File: config.mk
export PLATFORM = sky130hd
export DESIGN_NAME = decision_tree_classifier_top
export DESIGN_NICKNAME = d
export VERILOG_FILES = /design/src/rtl/core/dtc_pkg.sv /design/src/rtl/core/dtc_node_mem.sv /design/src/rtl/core/decision_tree_classifier_top.sv
export VERILOG_INCLUDE_DIRS = /design/src /design/src/rtl/core
export SDC_FILE = /design/constraint.sdc
export NUM_CORES = 2
export LEC_CHECK = 0
export BUFFER_PORTS_ARGS = -buffer_cell sky130_fd_sc_hd__buf_2
export CAP_MARGIN = 20
export CELL_PAD_IN_SITES_DETAIL_PLACEMENT = 0
export CELL_PAD_IN_SITES_GLOBAL_PLACEMENT = 1
export CORE_MARGIN = 2
export CORE_UTILIZATION = 48
export CTS_BUF_LIST = sky130_fd_sc_hd__clkbuf_8
export CTS_CLUSTER_DIAMETER = 120
export CTS_CLUSTER_SIZE = 24
export DETAILED_ROUTE_END_ITERATION = 6
export PLACE_DENSITY_LB_ADDON = 0.1
export SLEW_MARGIN = 15
export SYNTH_ARGS = -nofsm -noshare
export SYNTH_HDL_FRONTEND = slang
export SYNTH_SLANG_ARGS = --single-unit
export TNS_END_PERCENT = 30
File: constraint.sdc
create_clock -name clk -period 4.7 [get_ports clk]
set_input_delay 0.47 -clock clk [delete_from_list [all_inputs] [get_ports clk]]
set_output_delay 0.47 -clock clk [all_outputs]
set_load 0.05 [all_outputs]
File: src/rtl/core/decision_tree_classifier_top_defines.svh
// Assertion macros shared by the decision tree classifier RTL.
// Depends on nothing; define ASSERT_OFF to compile the checks away.
`ifndef DECISION_TREE_CLASSIFIER_TOP_DEFINES_SVH
`define DECISION_TREE_CLASSIFIER_TOP_DEFINES_SVH
`ifndef ASSERT_OFF
`define DTC_ASSERT_IMP(lbl, clk, rstn, ante, cons) \
  lbl: assert property (@(posedge clk) disable iff (!rstn) (ante) |-> (cons)) \
    else $error("dtc assertion failed");
`define DTC_ASSERT_NXT(lbl, clk, rstn, ante, cons) \
  lbl: assert property (@(posedge clk) disable iff (!rstn) (ante) |=> (cons)) \
    else $error("dtc assertion failed");
`else
`define DTC_ASSERT_IMP(lbl, clk, rstn, ante, cons)
`define DTC_ASSERT_NXT(lbl, clk, rstn, ante, cons)
`endif
`endif

File: src/rtl/core/dtc_pkg.sv
// Types and constants for the decision tree classifier.
// Used by dtc_node_mem and decision_tree_classifier_top; depends on nothing.
package dtc_pkg;

  localparam int NODES     = 64;
  localparam int MAX_DEPTH = 64;
  localparam int ADDR_W    = $clog2(NODES);
  localparam int LVL_W     = (MAX_DEPTH > 1) ? $clog2(MAX_DEPTH) : 1;

  localparam logic OP_LOAD     = 1'b0;
  localparam logic OP_CLASSIFY = 1'b1;

  localparam logic [3:0] CODE_LEAF_NO  = 4'd0;
  localparam logic [3:0] CODE_PCLASS   = 4'd1;
  localparam logic [3:0] CODE_SEX      = 4'd2;
  localparam logic [3:0] CODE_AGE      = 4'd3;
  localparam logic [3:0] CODE_SIBLINGS = 4'd4;
  localparam logic [3:0] CODE_PARENTS  = 4'd5;
  localparam logic [3:0] CODE_FARE     = 4'd6;
  localparam logic [3:0] CODE_LEAF_YES = 4'd7;
  localparam logic [3:0] CODE_BAD_MIN  = 4'd8;

  localparam logic [2:0] STAT_WRITTEN   = 3'd0;
  localparam logic [2:0] STAT_PREDICTED = 3'd1;
  localparam logic [2:0] STAT_UNDECIDED = 3'd2;
  localparam logic [2:0] STAT_INVALID   = 3'd3;
  localparam logic [2:0] STAT_DEPTH     = 3'd4;

  localparam logic [8:0] CONF_MAX = 9'd256;

  typedef struct packed {
    logic [3:0]         code;
    logic signed [23:0] value;
    logic [6:0]         left;
    logic [6:0]         right;
  } node_t;

  typedef enum logic [1:0] {
    ST_IDLE,
    ST_EVAL,
    ST_DONE
  } state_t;

endpackage

File: src/rtl/core/dtc_node_mem.sv
// Node table of the decision tree classifier: one write port, one read port
// with a registered read. Depends on dtc_pkg.
module dtc_node_mem (
  input  logic                       clk,
  input  logic                       wr_en,
  input  logic [dtc_pkg::ADDR_W-1:0] wr_addr,
  input  dtc_pkg::node_t             wr_data,
  input  logic                       rd_en,
  input  logic [dtc_pkg::ADDR_W-1:0] rd_addr,
  output dtc_pkg::node_t             rd_data
);
  import dtc_pkg::*;

  node_t mem [NODES];

  always_ff @(posedge clk) begin
    if (wr_en) begin
      mem[wr_addr] <= wr_data;
    end
  end

  always_ff @(posedge clk) begin
    if (rd_en) begin
      rd_data <= mem[rd_addr];
    end
  end

endmodule

File: src/rtl/core/decision_tree_classifier_top.sv
// Decision tree classifier top level: control, record registers, output register.
// Depends on dtc_pkg, dtc_node_mem and decision_tree_classifier_top_defines.svh.
//
// This block walks a binary decision tree held in a 64-entry node memory. A
// load transaction (op 0) writes one node and answers at once with status 0.
// A classify transaction (op 1) starts at the node named by the root register
// and reads one node per cycle from the node memory; a walk visits at most 64
// nodes, the depth limit. The node memory read and the threshold compare form
// the loop that sets this rate. Only one transaction is in flight at a time,
// but a finished result sits in an output register, so the next transaction
// is taken while the previous result waits to be read.
// The root register may only be written while the block is idle. Nodes that
// were never written hold unknown contents and must not be reached by a walk.
`include "decision_tree_classifier_top_defines.svh"
module decision_tree_classifier_top (
  input  logic               clk,
  input  logic               rst_n,
  input  logic               cfg_wr_en,
  input  logic [5:0]         cfg_wr_data,
  input  logic               in_valid,
  output logic               in_ready,
  input  logic               in_op,
  input  logic [5:0]         in_node_index,
  input  logic [3:0]         in_node_code,
  input  logic signed [23:0] in_node_value,
  input  logic [6:0]         in_left_child,
  input  logic [6:0]         in_right_child,
  input  logic [7:0]         in_pclass,
  input  logic               in_sex,
  input  logic [7:0]         in_age,
  input  logic [7:0]         in_siblings,
  input  logic [7:0]         in_parents,
  input  logic [22:0]        in_fare,
  output logic               out_valid,
  input  logic               out_ready,
  output logic [2:0]         out_status,
  output logic               out_survives,
  output logic [8:0]         out_confidence
);
  import dtc_pkg::*;

  // Control state.
  state_t             state_r, state_nxt;
  logic [5:0]         root_r;
  logic [LVL_W-1:0]   lvl_r, lvl_nxt;
  logic               out_valid_r;

  // Record attributes held for the length of a walk.
  logic [7:0]         rec_pclass_r, rec_age_r, rec_siblings_r, rec_parents_r;
  logic               rec_sex_r;
  logic [22:0]        rec_fare_r;

  // Result waiting for the output register, and the output register itself.
  logic [2:0]         res_status_r, res_status_nxt;
  logic               res_surv_r, res_surv_nxt;
  logic [8:0]         res_conf_r, res_conf_nxt;
  logic               res_ld;
  logic [2:0]         out_status_r;
  logic               out_surv_r;
  logic [8:0]         out_conf_r;

  // Node memory ports.
  logic               mem_wr_en, mem_rd_en;
  logic [ADDR_W-1:0]  mem_rd_addr;
  node_t              mem_wr_data, node;

  // Evaluation of the node just read.
  logic signed [24:0] attr_sel;
  logic               go_left, is_leaf, is_bad, child_ok, depth_hit, eval_done;
  logic [6:0]         child;
  logic [2:0]         eval_status;
  logic [8:0]         eval_conf;

  logic               in_fire, out_free, root_ok;

  assign in_fire  = in_valid && in_ready;
  assign out_free = !out_valid_r || out_ready;
  assign root_ok  = 32'(root_r) < NODES;

  assign mem_wr_en = in_fire && (in_op == OP_LOAD) && (32'(in_node_index) < NODES);
  assign mem_wr_data = '{code: in_node_code, value: in_node_value,
                         left: in_left_child, right: in_right_child};

  dtc_node_mem u_node_mem (
    .clk     (clk),
    .wr_en   (mem_wr_en),
    .wr_addr (in_node_index[ADDR_W-1:0]),
    .wr_data (mem_wr_data),
    .rd_en   (mem_rd_en),
    .rd_addr (mem_rd_addr),
    .rd_data (node)
  );

  // Pick the attribute named by the node. Integer attributes are scaled by
  // 256 to line up with the Q16.8 threshold; the compare is done in 25 bits.
  always_comb begin
    case (node.code)
      CODE_PCLASS:   attr_sel = {9'd0, rec_pclass_r, 8'd0};
      CODE_SEX:      attr_sel = {16'd0, rec_sex_r, 8'd0};
      CODE_AGE:      attr_sel = {9'd0, rec_age_r, 8'd0};
      CODE_SIBLINGS: attr_sel = {9'd0, rec_siblings_r, 8'd0};
      CODE_PARENTS:  attr_sel = {9'd0, rec_parents_r, 8'd0};
      CODE_FARE:     attr_sel = {2'd0, rec_fare_r};
      default:       attr_sel = '0;
    endcase
  end

  always_comb begin
    go_left   = attr_sel <= $signed({node.value[23], node.value});
    child     = go_left ? node.left : node.right;
    is_leaf   = (node.code == CODE_LEAF_NO) || (node.code == CODE_LEAF_YES);
    is_bad    = node.code >= CODE_BAD_MIN;
    child_ok  = 32'(child) < NODES;
    depth_hit = lvl_r == LVL_W'(MAX_DEPTH - 1);
    eval_done = is_leaf || is_bad || depth_hit || !child_ok;

    // Leaf confidence saturates to the range 0 to 256.
    if (node.value[23]) begin
      eval_conf = '0;
    end else if (node.value > $signed(24'(CONF_MAX))) begin
      eval_conf = CONF_MAX;
    end else begin
      eval_conf = node.value[8:0];
    end

    if (is_leaf) begin
      eval_status = STAT_PREDICTED;
    end else if (is_bad) begin
      eval_status = STAT_INVALID;
    end else if (depth_hit) begin
      eval_status = STAT_DEPTH;
    end else begin
      eval_status = STAT_UNDECIDED;
    end
  end

  // Next state.
  always_comb begin
    state_nxt = state_r;
    unique case (state_r)
      ST_IDLE: begin
        if (in_valid) begin
          if ((in_op == OP_CLASSIFY) && root_ok) begin
            state_nxt = ST_EVAL;
          end else begin
            state_nxt = ST_DONE;
          end
        end
      end
      ST_EVAL: begin
        if (eval_done) begin
          state_nxt = ST_DONE;
        end
      end
      ST_DONE: begin
        if (out_free) begin
          state_nxt = ST_IDLE;
        end
      end
      default: state_nxt = ST_IDLE;
    endcase
  end

  // State outputs: memory reads, level count and the pending result.
  always_comb begin
    in_ready       = 1'b0;
    mem_rd_en      = 1'b0;
    mem_rd_addr    = root_r[ADDR_W-1:0];
    lvl_nxt        = lvl_r;
    res_ld         = 1'b0;
    res_status_nxt = STAT_WRITTEN;
    res_surv_nxt   = 1'b0;
    res_conf_nxt   = '0;
    unique case (state_r)
      ST_IDLE: begin
        in_ready = 1'b1;
        lvl_nxt  = '0;
        if (in_valid) begin
          if (in_op == OP_LOAD) begin
            res_ld = 1'b1;
          end else if (root_ok) begin
            mem_rd_en = 1'b1;
          end else begin
            res_ld         = 1'b1;
            res_status_nxt = STAT_UNDECIDED;
          end
        end
      end
      ST_EVAL: begin
        mem_rd_addr = child[ADDR_W-1:0];
        if (eval_done) begin
          res_ld         = 1'b1;
          res_status_nxt = eval_status;
          if (is_leaf) begin
            res_surv_nxt = node.code == CODE_LEAF_YES;
            res_conf_nxt = eval_conf;
          end
        end else begin
          mem_rd_en = 1'b1;
          lvl_nxt   = lvl_r + 1'b1;
        end
      end
      ST_DONE: begin
      end
      default: begin
      end
    endcase
  end

  always_ff @(posedge clk) begin
    if (!rst_n) begin
      state_r     <= ST_IDLE;
      root_r      <= '0;
      lvl_r       <= '0;
      out_valid_r <= 1'b0;
    end else begin
      state_r <= state_nxt;
      lvl_r   <= lvl_nxt;
      if (cfg_wr_en) begin
        root_r <= cfg_wr_data;
      end
      if (state_r == ST_DONE && out_free) begin
        out_valid_r <= 1'b1;
      end else if (out_ready) begin
        out_valid_r <= 1'b0;
      end
    end
  end

  always_ff @(posedge clk) begin
    if (in_fire) begin
      rec_pclass_r   <= in_pclass;
      rec_sex_r      <= in_sex;
      rec_age_r      <= in_age;
      rec_siblings_r <= in_siblings;
      rec_parents_r  <= in_parents;
      rec_fare_r     <= in_fare;
    end
    if (res_ld) begin
      res_status_r <= res_status_nxt;
      res_surv_r   <= res_surv_nxt;
      res_conf_r   <= res_conf_nxt;
    end
    if (state_r == ST_DONE && out_free) begin
      out_status_r <= res_status_r;
      out_surv_r   <= res_surv_r;
      out_conf_r   <= res_conf_r;
    end
  end

  assign out_valid      = out_valid_r;
  assign out_status     = out_status_r;
  assign out_survives   = out_surv_r;
  assign out_confidence = out_conf_r;

  // A finished result is held back while the output register is occupied.
  `DTC_ASSERT_NXT(a_done_holds, clk, rst_n, state_r == ST_DONE && out_valid_r && !out_ready, state_r == ST_DONE)
  // Each further step of a walk reads exactly one more level.
  `DTC_ASSERT_NXT(a_level_step, clk, rst_n, state_r == ST_EVAL && state_nxt == ST_EVAL, lvl_r == $past(lvl_r) + 1'b1)
  // Only a prediction carries an outcome and a confidence.
  `DTC_ASSERT_IMP(a_no_pred_zero, clk, rst_n, out_valid_r && out_status_r != STAT_PREDICTED, !out_surv_r && out_conf_r == '0)
  // A walk never runs past the depth limit.
  `DTC_ASSERT_IMP(a_depth_stop, clk, rst_n, state_r == ST_EVAL && depth_hit, state_nxt == ST_DONE)

endmodule

==> summary.md <==
| Metric | Value |
|---|---|
| Die extent in y | 482 um |
| Maximum fanout count along the critical path | 15 |
| Global placement routability congestion | 0.864 |
| Net count, final | between 7000 and 8000 |
| Max-cap check violation count | 0 |
| DRC violation count after routing | 0 |
| Clock sink count | 2827 |
| Startpoint type of the worst setup path | flop |
| R2R depth | 20 |
| Unrepaired setup endpoints after global routing | yes |
| VDD IR-drop max | 0.000332 V |
| Placed standard-cell area | about 120000 um2 |
| Number of cells traversed by the worst hold path | 1 |
| Number of global-route vias before repair | 62478 |
| Placement-stage worst setup slack | -2040 ps |
| Static power due to leakage | 42.9 nW |
| Final HPWL from detailed placement | 219000 um |
| Number of buffers inserted during clock tree synthesis | 136 |
| Average size of a mapped cell | 17.1 um2 |
| Crit end category | flop |
| Mapped Cells | 6416 |
| Largest buffer count on any clock path | 3 |
| Total routing resource utilization after global routing | 30.6% |
| EDFF count, synth | 2812 |
| Setup total negative slack | -38510 ps |
| Global Route met1 Usage | 42.8% |
| Run status | complete, but fails checks |
| Max-slew violation count | 0 |
| Data arrival time at the worst-slack endpoint | 6470 ps |
| Clock latency of the later-clocked register in the worst-skew pair | 1010 ps |
| PD cells | 349 nW/um2 |
| Unique cell type count in the Yosys netlist | a little under 80 |
| Final Power | 44.6 mW |
| Utilization after layout | 56.3% |
| Max-Slew Margin vs Limit | a little over a fifth |
| Shortest clock period the worst path allows after layout | 5770 ps |
| Initial detailed-routing violation count | just under 9000 |
| Post-DR wirelength/cell | 34.8 um |
| Transition time at the pin with the least slew margin | 1180 ps |
| Detail Route Antenna Nets | 0 |
| Number of vias per cell | 6.30 |
| Synth Register Bits | 2827 |
| WL final | 362000 um |
| Port bufs | 130 |
| Row count | approximately 180 |
| Share of synthesized flip-flops with an asynchronous set or reset | 0% |
| Pin count of the biggest net entering global routing | 66 |
| Type of the worst setup path | reg2reg |
| Required time of the critical path | 5400 ps |
| Min-delay worst type | in2reg |
| Post-Layout Inst Area | 128000 um2 |
| Initial antenna violation count | 23 |
| Total Die Area | 232000 um2 |
| Post-synth top flop | sky130_fd_sc_hd__edfxtp_1 |
| Clock skew after layout | 69.0 ps |
| Die Wd | ~480 um |
| CTS tree | yes |
| Wire length of the first global-routing pass | 493000 um |
| Violated checks | negative setup slack |
| Synth warnings | 0 |
| Global-route layer with the greatest usage | met2 |
| Number of hold violations in the final report | 0 |
| FMAX | 0.173 GHz |
| Count of TritonRoute iterations in the first routing pass | 6 |
| Core Region | ~230000 um2 |
| I/O pin total | approximately 130 |
| Final count of negative-setup-slack endpoints | 70 |
| Root cell of the clock tree | sky130_fd_sc_hd__clkbuf_8 |
| Post-Syn Area | 110000 um2 |
| Met2 track demand over resource | between 40% and 50% |
| Layout overhead on the synthesized area | 16.7% |
| Starting density of the core | 48.2% |
| Mapped Nets | 6556 |
| Overflow left after global routing | 0 |
| H-Tree Level Count | 4 |
| Layout cells sized above 1 | about a quarter |
| Via count of the routed design | about 65000 |
| Final period utilization | 123% |
| Sequential area share after synthesis | between 70% and 80% |
| Post-route setup slack | -1070 ps |
| Met3 Use GR | 4.89% |
| Clock slew seen by the registers of the worst setup and hold paths | ~140 ps |
==> cell type report <==
class | count | area, um2
antenna | 15 | 37.5
clock buffer | 142 | 1950
clock inverter | 17 | 144
fill | 17681 | 99400
inverter | 23 | 86.3
multi-input combinational | 3181 | 24800
sequential | 2827 | 84700
tap | 3009 | 3760
timing repair buffer | 1165 | 12400
==> placed cells by master (no fill, tap or decap), types with 59 or more instances in the layout <==
cell type | Yosys | layout
sky130_fd_sc_hd__nor2_4 | 0 | 68
sky130_fd_sc_hd__a21oi_1 | 480 | 456
sky130_fd_sc_hd__dlygate4sd3_1 | 0 | 99
sky130_fd_sc_hd__nand3_1 | 159 | 143
sky130_fd_sc_hd__buf_12 | 0 | 207
sky130_fd_sc_hd__buf_2 | 173 | 121
sky130_fd_sc_hd__buf_4 | 23 | 633
sky130_fd_sc_hd__edfxtp_1 | 2812 | 2812
sky130_fd_sc_hd__nand2_1 | 942 | 926
sky130_fd_sc_hd__mux2i_1 | 192 | 187
sky130_fd_sc_hd__mux4_2 | 264 | 264
sky130_fd_sc_hd__clkbuf_8 | 0 | 142
sky130_fd_sc_hd__nand4_1 | 59 | 59
sky130_fd_sc_hd__a22oi_1 | 211 | 169
sky130_fd_sc_hd__a32oi_1 | 98 | 90
==> worst paths after layout <==
check,start,end,slack [ps]
worst min-delay path,in_left_child[4],u_node_mem.mem[8][11],10
worst max-delay path,u_node_mem.rd_data[41],u_node_mem.rd_data[38],-1070
worst min register to register,res_conf_r[0],out_confidence[0],440
worst max register to register,u_node_mem.rd_data[41],u_node_mem.rd_data[38],-1070
==> kinds of logic (layout without fill, tap and decap cells) <==
| logic type | Yosys count | count (layout) | synth area share, % |
|---|---|---|---|
| AOI/OAI and AO/OA | 1175 | 1175 | 7.14 |
| muxes | 458 | 458 | 7.20 |
| xor gates and xnor gates | 1 | 1 | 0.00799 |
| other | 0 | 15 | 0 |
| and+or+nand+nor | 1521 | 1523 | 6.14 |
| DFF | 2827 | 2827 | 77.3 |
| buffers and inverters | 410 | 1347 | 1.91 |
| adders and majority gates | 24 | 24 | 0.274 |
==> report_power, final <==
group	leakage [nW]	switching [mW]	total (mW)	internal, mW
combinational	16.3	3.62	6.36	2.75
sequential	25.5	0.116	28.0	27.9
clock	1.09	7.37	10.2	2.85
==> synthesized netlist by cell type (27+ instances only) <==
master	number	share of area [%]
sky130_fd_sc_hd__and2_1	34	0.19
sky130_fd_sc_hd__mux2i_1	192	1.8
sky130_fd_sc_hd__nand4_1	59	0.34
sky130_fd_sc_hd__nand3_1	159	0.73
sky130_fd_sc_hd__a22o_1	36	0.29
sky130_fd_sc_hd__a221oi_1	34	0.27
sky130_fd_sc_hd__a21o_1	38	0.26
sky130_fd_sc_hd__buf_1	28	0.096
sky130_fd_sc_hd__nor4_1	41	0.23
sky130_fd_sc_hd__clkbuf_1	130	0.45
sky130_fd_sc_hd__edfxtp_1	2812	77
sky130_fd_sc_hd__nor2_1	130	0.45
sky130_fd_sc_hd__buf_6	31	0.32
sky130_fd_sc_hd__a21oi_1	480	2.2
sky130_fd_sc_hd__mux4_2	264	5.4
sky130_fd_sc_hd__buf_2	173	0.79
sky130_fd_sc_hd__a22oi_1	211	1.4
sky130_fd_sc_hd__nand2_1	942	3.2
sky130_fd_sc_hd__a211oi_1	33	0.23
sky130_fd_sc_hd__a32oi_1	98	0.78
sky130_fd_sc_hd__nor3_1	37	0.17
sky130_fd_sc_hd__a31oi_1	27	0.15
sky130_fd_sc_hd__o21ai_0	30	0.14
sky130_fd_sc_hd__o22ai_1	75	0.43
==> flip-flops by register name, indices dropped and copies added (netlist names), 2 cells and up <==
register            flops
state_r                 2
out_status              3
out_confidence          9
res_conf_r              9
rec_parents_r           8
rec_pclass_r            8
u_node_mem.rd_data     42
rec_siblings_r          8
root_r                  6
res_status_r            3
rec_fare_r             23
u_node_mem.mem       2688
lvl_r                   6
rec_age_r               8
==> worst max-delay path, stage by stage, from the launching register on <==
cell and delay (ps):
sky130_fd_sc_hd__edfxtp_1 400, sky130_fd_sc_hd__buf_12 140, sky130_fd_sc_hd__buf_6 110, sky130_fd_sc_hd__nor4bb_4 40
sky130_fd_sc_hd__buf_4 140, sky130_fd_sc_hd__a222oi_1 430, sky130_fd_sc_hd__o21ai_1 160, sky130_fd_sc_hd__ha_1 310
sky130_fd_sc_hd__nand4_1 140, sky130_fd_sc_hd__or4_4 550, sky130_fd_sc_hd__a311o_2 440, sky130_fd_sc_hd__buf_6 140
sky130_fd_sc_hd__nand4_1 110, sky130_fd_sc_hd__nand4_1 160, sky130_fd_sc_hd__buf_12 240, sky130_fd_sc_hd__buf_12 140
sky130_fd_sc_hd__buf_16 160, sky130_fd_sc_hd__mux4_2 430, sky130_fd_sc_hd__a22o_1 240, sky130_fd_sc_hd__a2111o_1 370
sky130_fd_sc_hd__or3_4 530
==> per-layer routing <==
metal | part of all wire [%] | vias up | wire length [um]
li1 | - | 27176 | -
met1 | 40 | 34484 | 145000
met2 | 47 | 3158 | 172000
met3 | 8.4 | 549 | 30300
met4 | 3.9 | 10 | 14100
met5 | 0.017 | - | 62
==> stage by stage <==
stage               hold WS [ps]  instances
floorplan                    400       6416
global placement             407       9919
detailed placement           411       9923
CTS                         55.9      10235
global route               -7.58      10373
finish                      12.7      10379
==> repair_timing <==
item,CTS,global route
resized for setup,253,186
endpoints found under the setup margin,107,103
gates cloned,13,11
setup buffers,60,88
hold buffers,81,18
hold endpoints to repair,107,275
pin swaps,58,77
No activity file was read; power rests on OpenSTA's default activity.
